--- src/sws_pkg.sv ---
// Shared types, constants and control structs of the sliding window statistics block.
package sws_pkg;

  localparam int DEFAULT_DEPTH = 64;
  localparam logic [6:0] WINDOW_SIZE_RESET = 7'd64;
  localparam logic REG_WINDOW_SIZE = 1'b0;

  typedef struct packed {
    logic signed [15:0] sample;
    logic               clear;
  } in_item_t;

  typedef struct packed {
    logic [6:0]         count;
    logic signed [23:0] mean_value;
    logic [23:0]        std_dev;
    logic signed [15:0] minimum;
    logic signed [15:0] maximum;
  } out_item_t;

  typedef enum logic [2:0] {
    ST_IDLE,
    ST_START,
    ST_PASS,
    ST_MDIV,
    ST_MUL,
    ST_VDIV,
    ST_SQRT,
    ST_OUT
  } sws_state_t;

  typedef struct packed {
    logic load;
    logic pass_start;
    logic mdiv_start;
    logic mean_take;
    logic mul_start;
    logic vdiv_start;
    logic sqrt_start;
    logic result_take;
  } sws_cmd_t;

  typedef struct packed {
    logic pass_done;
    logic div_done;
    logic mul_done;
    logic sqrt_done;
    logic out_free;
  } sws_status_t;

endpackage

--- src/sws_ctrl.sv ---
// Controller state machine that sequences the window pass, divisions, multiply and root.
module sws_ctrl
  import sws_pkg::*;
(
  input  logic        clk,
  input  logic        rst,
  input  logic        in_valid,
  output logic        in_stall,
  input  sws_status_t status,
  output sws_cmd_t    cmd
);

  sws_state_t state, state_next;

  // hold the state
  always_ff @(posedge clk) begin
    if (rst) begin
      state <= ST_IDLE;
    end else begin
      state <= state_next;
    end
  end

  // advance through the phases of one item
  always_comb begin
    state_next = state;
    cmd = '0;
    in_stall = 1'b1;
    case (state)
      ST_IDLE: begin
        in_stall = 1'b0;
        if (in_valid) begin
          cmd.load = 1'b1;
          state_next = ST_START;
        end
      end
      ST_START: begin
        cmd.pass_start = 1'b1;
        state_next = ST_PASS;
      end
      ST_PASS: begin
        if (status.pass_done) begin
          cmd.mdiv_start = 1'b1;
          state_next = ST_MDIV;
        end
      end
      ST_MDIV: begin
        if (status.div_done) begin
          cmd.mean_take = 1'b1;
          cmd.mul_start = 1'b1;
          state_next = ST_MUL;
        end
      end
      ST_MUL: begin
        if (status.mul_done) begin
          cmd.vdiv_start = 1'b1;
          state_next = ST_VDIV;
        end
      end
      ST_VDIV: begin
        if (status.div_done) begin
          cmd.sqrt_start = 1'b1;
          state_next = ST_SQRT;
        end
      end
      ST_SQRT: begin
        if (status.sqrt_done) begin
          state_next = ST_OUT;
        end
      end
      ST_OUT: begin
        if (status.out_free) begin
          cmd.result_take = 1'b1;
          state_next = ST_IDLE;
        end
      end
      default: begin
        state_next = ST_IDLE;
      end
    endcase
  end

endmodule

--- src/sws_datapath.sv ---
// Datapath: sample store, window pass, shared divider, multiplier, square root, output register.
module sws_datapath
  import sws_pkg::*;
#(
  parameter int DEPTH = DEFAULT_DEPTH
)
(
  input  logic        clk,
  input  logic        rst,
  input  sws_cmd_t    cmd,
  output sws_status_t status,
  input  in_item_t    in_data,
  input  logic [6:0]  window_size,
  output logic        out_valid,
  input  logic        out_stall,
  output out_item_t   out_data
);

  localparam int PTR_W  = $clog2(DEPTH);
  localparam int CNT_W  = $clog2(DEPTH + 1);
  localparam int CAP_W  = (CNT_W > 7) ? CNT_W : 7;
  localparam int SUM_W  = 16 + CNT_W;
  localparam int SQ_W   = 30 + CNT_W;
  localparam int S_W    = SQ_W + CNT_W;
  localparam int ASQ_W  = 2 * SUM_W;
  localparam int Q_W    = S_W + 16;
  localparam int DV_W   = 2 * CNT_W;
  localparam int LOW_W  = (Q_W < 64) ? Q_W : 64;
  localparam int RAD_W  = (LOW_W + 1) / 2 * 2;
  localparam int RT_W   = RAD_W / 2;
  localparam int DC_W   = $clog2(Q_W + 1);
  localparam int MC_W   = $clog2(CNT_W + 1);
  localparam int SC_W   = $clog2(RT_W + 1);

  logic [15:0] mem [DEPTH];
  logic [15:0] rdata;

  logic [PTR_W-1:0] wp;
  logic [CNT_W-1:0] held;
  logic [PTR_W-1:0] rd_ptr;
  logic [CNT_W-1:0] left;
  logic             rd_vld;
  logic             first;

  logic signed [SUM_W-1:0] sum;
  logic [SQ_W-1:0]         sumsq;
  logic signed [15:0]      mn;
  logic signed [15:0]      mx;

  logic [Q_W-1:0]  dq;
  logic [DV_W-1:0] drem;
  logic [DV_W-1:0] dvs;
  logic [DC_W-1:0] dcnt;

  logic [S_W-1:0]   mcand;
  logic [CNT_W-1:0] mplier;
  logic [S_W-1:0]   prod;
  logic [S_W-1:0]   asq;
  logic [MC_W-1:0]  mcnt;

  logic [RAD_W-1:0] rx;
  logic [RT_W-1:0]  root;
  logic [RT_W:0]    srem;
  logic [SC_W-1:0]  scnt;

  logic [23:0] mean;

  // window capacity, clamped to one..DEPTH
  logic [CAP_W-1:0] ws_ext;
  logic [CAP_W-1:0] cap;
  always_comb begin
    ws_ext = CAP_W'(window_size);
    if (ws_ext == '0) begin
      cap = CAP_W'(1);
    end else if (ws_ext > CAP_W'(DEPTH)) begin
      cap = CAP_W'(DEPTH);
    end else begin
      cap = ws_ext;
    end
  end

  // store the sample on transfer
  always_ff @(posedge clk) begin
    if (cmd.load && !in_data.clear) begin
      mem[wp] <= in_data.sample;
    end
    if (left != '0) begin
      rdata <= mem[rd_ptr];
    end
  end

  // advance write pointer and held count, walk the window backward
  always_ff @(posedge clk) begin
    if (rst) begin
      wp <= '0;
      held <= '0;
      left <= '0;
      rd_vld <= 1'b0;
    end else begin
      if (cmd.load) begin
        if (in_data.clear) begin
          wp <= '0;
          held <= '0;
        end else begin
          wp <= (wp == PTR_W'(DEPTH - 1)) ? '0 : wp + 1'b1;
          if (CAP_W'(held) < cap) begin
            held <= held + 1'b1;
          end
        end
      end
      if (cmd.pass_start) begin
        left <= held;
        rd_ptr <= (wp == '0) ? PTR_W'(DEPTH - 1) : wp - 1'b1;
        rd_vld <= 1'b0;
      end else if (left != '0) begin
        left <= left - 1'b1;
        rd_ptr <= (rd_ptr == '0) ? PTR_W'(DEPTH - 1) : rd_ptr - 1'b1;
        rd_vld <= 1'b1;
      end else begin
        rd_vld <= 1'b0;
      end
    end
  end

  // accumulate sum, sum of squares and extremes
  logic signed [31:0] vv;
  assign vv = $signed(rdata) * $signed(rdata);

  always_ff @(posedge clk) begin
    if (cmd.pass_start) begin
      sum <= '0;
      sumsq <= '0;
      mn <= '0;
      mx <= '0;
      first <= 1'b1;
    end else if (rd_vld) begin
      sum <= sum + SUM_W'($signed(rdata));
      sumsq <= sumsq + SQ_W'(unsigned'(vv));
      first <= 1'b0;
      if (first || $signed(rdata) < mn) begin
        mn <= $signed(rdata);
      end
      if (first || $signed(rdata) > mx) begin
        mx <= $signed(rdata);
      end
    end
  end

  logic             sum_neg;
  logic [SUM_W-1:0] asum;
  logic [ASQ_W-1:0] asq_full;
  logic [S_W-1:0]   s_diff;
  logic [CNT_W-1:0] held_m1;
  assign sum_neg  = sum < 0;
  assign asum     = sum_neg ? SUM_W'(-sum) : SUM_W'(sum);
  assign asq_full = ASQ_W'(asum) * ASQ_W'(asum);
  assign s_diff   = prod - asq;
  assign held_m1  = held - 1'b1;

  // shared restoring divider, one quotient bit a cycle
  logic [DV_W:0] dtrial;
  assign dtrial = {drem, dq[Q_W-1]};

  always_ff @(posedge clk) begin
    if (rst) begin
      dcnt <= '0;
    end else if (cmd.mdiv_start) begin
      dq <= Q_W'({asum, 8'd0});
      dvs <= DV_W'(held);
      drem <= '0;
      dcnt <= DC_W'(Q_W);
    end else if (cmd.vdiv_start) begin
      dq <= {s_diff, 16'd0};
      dvs <= DV_W'(held) * DV_W'(held_m1);
      drem <= '0;
      dcnt <= DC_W'(Q_W);
    end else if (dcnt != '0) begin
      if (dtrial >= {1'b0, dvs}) begin
        drem <= DV_W'(dtrial - {1'b0, dvs});
        dq <= {dq[Q_W-2:0], 1'b1};
      end else begin
        drem <= dtrial[DV_W-1:0];
        dq <= {dq[Q_W-2:0], 1'b0};
      end
      dcnt <= dcnt - 1'b1;
    end
  end

  // take the floored mean
  always_ff @(posedge clk) begin
    if (cmd.mean_take) begin
      mean <= sum_neg ? (24'd0 - dq[23:0] - {23'd0, drem != '0}) : dq[23:0];
    end
  end

  // shift-add multiply of count by sum of squares
  always_ff @(posedge clk) begin
    if (rst) begin
      mcnt <= '0;
    end else if (cmd.mul_start) begin
      mcand <= S_W'(sumsq);
      mplier <= held;
      prod <= '0;
      asq <= S_W'(asq_full);
      mcnt <= MC_W'(CNT_W);
    end else if (mcnt != '0) begin
      if (mplier[0]) begin
        prod <= prod + mcand;
      end
      mcand <= {mcand[S_W-2:0], 1'b0};
      mplier <= mplier >> 1;
      mcnt <= mcnt - 1'b1;
    end
  end

  // integer square root, two radicand bits a cycle
  logic [RT_W+2:0] stest;
  logic [RT_W+2:0] strial;
  assign stest  = {srem, rx[RAD_W-1:RAD_W-2]};
  assign strial = {1'b0, root, 2'b01};

  always_ff @(posedge clk) begin
    if (rst) begin
      scnt <= '0;
    end else if (cmd.sqrt_start) begin
      rx <= RAD_W'(dq[LOW_W-1:0]);
      root <= '0;
      srem <= '0;
      scnt <= SC_W'(RT_W);
    end else if (scnt != '0) begin
      if (stest >= strial) begin
        srem <= (RT_W+1)'(stest - strial);
        root <= {root[RT_W-2:0], 1'b1};
      end else begin
        srem <= (RT_W+1)'(stest);
        root <= {root[RT_W-2:0], 1'b0};
      end
      rx <= {rx[RAD_W-3:0], 2'b00};
      scnt <= scnt - 1'b1;
    end
  end

  // hold the result until the transfer
  always_ff @(posedge clk) begin
    if (rst) begin
      out_valid <= 1'b0;
    end else if (cmd.result_take) begin
      out_valid <= 1'b1;
    end else if (!out_stall) begin
      out_valid <= 1'b0;
    end
  end

  always_ff @(posedge clk) begin
    if (cmd.result_take) begin
      out_data.count <= 7'(held);
      out_data.mean_value <= (held == '0) ? '0 : $signed(mean);
      out_data.std_dev <= (held > CNT_W'(1)) ? root[23:0] : 24'd0;
      out_data.minimum <= (held == '0) ? '0 : mn;
      out_data.maximum <= (held == '0) ? '0 : mx;
    end
  end

  assign status.pass_done = (left == '0) && !rd_vld;
  assign status.div_done  = (dcnt == '0);
  assign status.mul_done  = (mcnt == '0);
  assign status.sqrt_done = (scnt == '0);
  assign status.out_free  = !out_valid || !out_stall;

`ifndef NO_ASSERTIONS
  a_clear_empties: assert property (@(posedge clk) disable iff (rst)
    cmd.load && in_data.clear |=> held == '0 && wp == '0)
    else $error("clear did not empty the window");

  a_held_bound: assert property (@(posedge clk) disable iff (rst)
    cmd.load && !in_data.clear && CAP_W'(held) >= cap |=> $stable(held))
    else $error("held count grew at capacity");

  a_take_free: assert property (@(posedge clk) disable iff (rst)
    cmd.result_take |-> !out_valid || !out_stall)
    else $error("result overwrote a stalled output");

  a_div_start: assert property (@(posedge clk) disable iff (rst)
    cmd.mdiv_start || cmd.vdiv_start |=> dcnt == DC_W'(Q_W))
    else $error("divider did not start");
`endif

endmodule

--- src/sliding_window_statistics.sv ---
// Top level of the sliding window statistics block: configuration register, controller, datapath.
//
// Keeps up to window_size most recent signed 16-bit samples and returns, for every input
// transfer, count, floored mean (8 fraction bits), sample standard deviation (8 fraction
// bits), minimum and maximum. One item at a time is in work: a pass over the n held samples
// (one memory read a cycle), the mean division, the shift-add multiplier with C steps, the
// variance division and the square root unit with R steps, after which the item waits until
// the output register is free. The shared one-bit-a-cycle divider (used for the mean and for
// the variance) has Q = 46 + 2*C quotient bits, R = Q/2 rounded up (at most 32), and
// C = clog2(WINDOW_DEPTH+1). A finished result waits in the output register while the next
// item is accepted.
module sliding_window_statistics
  import sws_pkg::*;
#(
  parameter int WINDOW_DEPTH = DEFAULT_DEPTH
)
(
  input  logic        clk,
  input  logic        rst,
  input  logic        in_valid,
  output logic        in_stall,
  input  in_item_t    in_data,
  output logic        out_valid,
  input  logic        out_stall,
  output out_item_t   out_data,
  input  logic        psel,
  input  logic        penable,
  input  logic        pwrite,
  input  logic [2:0]  paddr,
  input  logic [31:0] pwdata,
  output logic [31:0] prdata,
  output logic        pready
);

  logic [6:0]  window_size;
  sws_cmd_t    cmd;
  sws_status_t status;

  // write the configuration register
  always_ff @(posedge clk) begin
    if (rst) begin
      window_size <= WINDOW_SIZE_RESET;
    end else if (psel && penable && pwrite && paddr[2] == REG_WINDOW_SIZE) begin
      window_size <= pwdata[6:0];
    end
  end

  assign pready = 1'b1;
  assign prdata = (paddr[2] == REG_WINDOW_SIZE) ? {25'd0, window_size} : 32'd0;

  sws_ctrl u_ctrl (
    .clk      (clk),
    .rst      (rst),
    .in_valid (in_valid),
    .in_stall (in_stall),
    .status   (status),
    .cmd      (cmd)
  );

  sws_datapath #(
    .DEPTH (WINDOW_DEPTH)
  ) u_datapath (
    .clk         (clk),
    .rst         (rst),
    .cmd         (cmd),
    .status      (status),
    .in_data     (in_data),
    .window_size (window_size),
    .out_valid   (out_valid),
    .out_stall   (out_stall),
    .out_data    (out_data)
  );

endmodule
--- config.mk ---
export PLATFORM = sky130hd
export DESIGN_NAME = sliding_window_statistics
export DESIGN_NICKNAME = d
export VERILOG_FILES = /design/src/sws_pkg.sv /design/src/sws_ctrl.sv /design/src/sws_datapath.sv /design/src/sliding_window_statistics.sv
export SDC_FILE = /design/constraint.sdc
export NUM_CORES = 2
export LEC_CHECK = 0
export BUFFER_PORTS_ARGS = -buffer_cell sky130_fd_sc_hd__buf_4
export CAP_MARGIN = 20
export CORE_UTILIZATION = 40
export DETAILED_ROUTE_END_ITERATION = 10
export PLACE_DENSITY = 0.56
export SLEW_MARGIN = 20
export SYNTH_ARGS = -nofsm -noshare
export SYNTH_HDL_FRONTEND = slang
export SYNTH_SLANG_ARGS = --single-unit
--- constraint.sdc ---
create_clock -name clk -period 10.25 [get_ports clk]
set_input_delay 0.5125 -clock clk [delete_from_list [all_inputs] [get_ports clk]]
set_output_delay 0.5125 -clock clk [all_outputs]
set_load 0.01 [all_outputs]
==> summary.txt <==
First-pass DRT Iterations -> 8
Global Route met1 Usage -> 0.259
Final Hold Fails -> 0
Post-CTS setup buffer count -> 0
Clock root cell -> clkbuf_16
Worst setup path category -> reg -> reg
DRC viols -> 0
Slowest CP cell -> fa_1
Placed standard-cell area -> 0.104 mm²
ANT nets after route -> 0
FILL cells -> 22.2k
CP Data Required Time -> 10.79 ns
Delay of the slowest critical-path stage -> 0.56 ns
Final critical-path setup slack -> 0.532 ns
DR vias/cell -> 5.23
Max cap viols -> 0
Arrival @ worst endpoint -> 10.26 ns
Synthesized flop and latch total -> 1643
Worst clock skew -> 0.0512 ns
Initial DRC count -> 4275
Chip height -> 499 µm
FF/Latch Area -> 0.0479 mm²
Cell repeated most along the worst path -> fa_1
Number of H-tree levels -> 4
Initial Util -> 0.402
Met2 GRT Util -> 0.332
Share of cells above drive strength 1 -> 0.117
Asr flop ratio synth -> 0
Synthesized area -> 0.0988 mm²
Setup WS pre-CTS -> 0.494 ns
Num rows -> 182
CP max FO -> 6
First-pass GRT wire length -> 370000 µm
Num ports -> 181
Post-Synthesis Cells -> 7823
EDFF count, synth -> 1504
Commonest non-fill, non-tap cell in the layout -> edfxtp_1
Met3 usage -> 0.0253
Worst hold path type -> in -> reg
Most frequent cells in the layout -> 1504 x edfxtp_1, 1053 x inv_1, 693 x nand2_1, 648 x fa_1, 639 x nor2_1
Final wirelength -> 240000 µm
Status -> complete, no violations
Fmax -> 103 MHz
Critical path endpoint category -> flop
Global Route Usage Sum -> 0.194
Die area -> 0.249 mm²
Most used DFF post-synth -> edfxtp_1
GRT Residual Overflow -> 0
Finish-stage setup viols -> 0
Largest net degree at the start of global routing -> 126
Vias in the first global route -> 62.2k
Via total after detailed routing -> 59.7k
Crit share post-route -> 0.948
Slew Limit Fails -> 0
Worst skew pair latency -> 0.84 ns
Final Cell Area -> 0.110 mm²
Slew HR -> 0.284
Initial antenna violation count -> 4
CTS Sinks -> 1643
Final Critical Period -> 9.72 ns
Area of the core -> 0.246 mm²
Nets -> 9308
Setup TNS -> 0 ns
Yosys warning count -> 0
Cts bufs inserted -> 171
RSZ-0062 raised after global routing -> false
Sequential share of the synthesized area -> 0.485
Synth unique cells -> 87
Clock tree from TritonCTS -> built
Final Wtd Congestion -> 0.882
Port-buffer cells -> 127
Die W -> 499 µm
Syn_area_per_cell -> 12.6 µm²
Wirelength per Cell -> 21.0 µm
Layout area overhead -> 11.3%
Max clock buf depth -> 3
Clock slew at reported path FFs -> 0.07 ns
Worst-Margin Slew -> 1.07 ns
Grt peak-use layer -> met2
Setup crit start kind -> flop
DP HPWL -> 169000 µm
Area occupied by multi-input gates -> 0.0459 mm²
## final cells by class
type                            instances  area share
Antenna cell                            1   0.0000228
Clock buffer                          209      0.0406
Clock inverter                        102     0.00988
Inverter                             1066      0.0364
Multi-Input combinational cell       4849       0.418
Sequential cell                      1643       0.436
Tap cell                             3220      0.0367
Timing Repair Buffer                  320      0.0224
## worst max-delay path, delay by kind of cell (launching register included)
family / cells / cell delay (ns)
AND/OR/NAND/NOR: 7 / 1.99
XOR/XNOR: 2 / 0.24
adder cells (fa/ha/maj): 9 / 4.04
flip-flops: 1 / 0.31
buffers and inverters: 4 / 0.57
AO/OA/AOI/OAI: 11 / 2.29
## synth_stat cells, drive strengths merged, types with 139 or more instances
master,count,area share
mux4,336,0.077
xnor2,217,0.019
o21ai,201,0.010
edfxtp,1504,0.46
fa,648,0.13
a21oi,357,0.018
a21o,149,0.011
dfxtp,139,0.028
nand2,693,0.026
inv,1056,0.040
ha,550,0.070
nor2,643,0.024
clkbuf,225,0.0086
## what timing repair did
| item | 4_1_cts | 5_1_grt |
|---|---|---|
| resized for setup | 0 | 1 |
| endpoints found under the hold margin | 8 | 0 |
| endpoints found under the setup margin | 0 | 1 |
| hold buffers | 8 | 0 |
## per-stage QoR
| step | utilization | hold slack (ns) | std cells |
|---|---|---|---|
| detailed placement | 0.424 | 0.466 | 11100 |
| CTS | 0.447 | 0.0556 | 11400 |
| floorplan | - | 0.445 | 7862 |
| global route | 0.447 | 0.100 | 11400 |
| finish | 0.447 | 0.119 | 11400 |
| global placement | 0.424 | 0.457 | 11100 |
## routing by layer
layer,wire (µm),up-vias
met3,10400,293
met2,118000,1211
met1,106000,30500
li1,-,27700
met5,13,-
met4,5630,2
## kinds of logic (layout without fill, tap and decap cells)
| family | count (synthesis) | after routing | synth area share |
|---|---|---|---|
| buffers and inverters | 1370 | 1697 | 0.0531 |
| other | 2 | 42 | 0.0000760 |
| adder cells (fa/ha/maj) | 1198 | 1198 | 0.201 |
| flip-flops | 1643 | 1643 | 0.485 |
| XOR/XNOR | 321 | 321 | 0.0285 |
| AND/OR/NAND/NOR | 1871 | 1871 | 0.0832 |
| multiplexers | 432 | 432 | 0.0864 |
| AO/OA/AOI/OAI | 986 | 986 | 0.0623 |
## path summary, 6_finish.rpt
path                            from                  to  slack (ns)  cells after the start
hold reg to reg   u_datapath.left[6]  u_datapath.left[6]        0.47                      2
setup reg to reg   u_datapath.sum[1]  u_datapath.asq[43]        0.53                     33
setup / recovery   u_datapath.sum[1]  u_datapath.asq[43]        0.53                     33
hold / removal                   rst  u_datapath.left[3]        0.12                      2
## state kept, by name, indices dropped and copies added (netlist names), 30 cells and up
signal	count
u_datapath.sumsq	37
u_datapath.root	30
u_datapath.mem	1024
u_datapath.mcand	44
u_datapath.dq	60
u_datapath.srem	31
u_datapath.prod	44
u_datapath.rx	60
u_datapath.asq	43
u_datapath.out_data	87
Power is left out: the tool's default activity adds up to more than one toggle a clock period on the data nets, which glitch-free logic cannot reach.
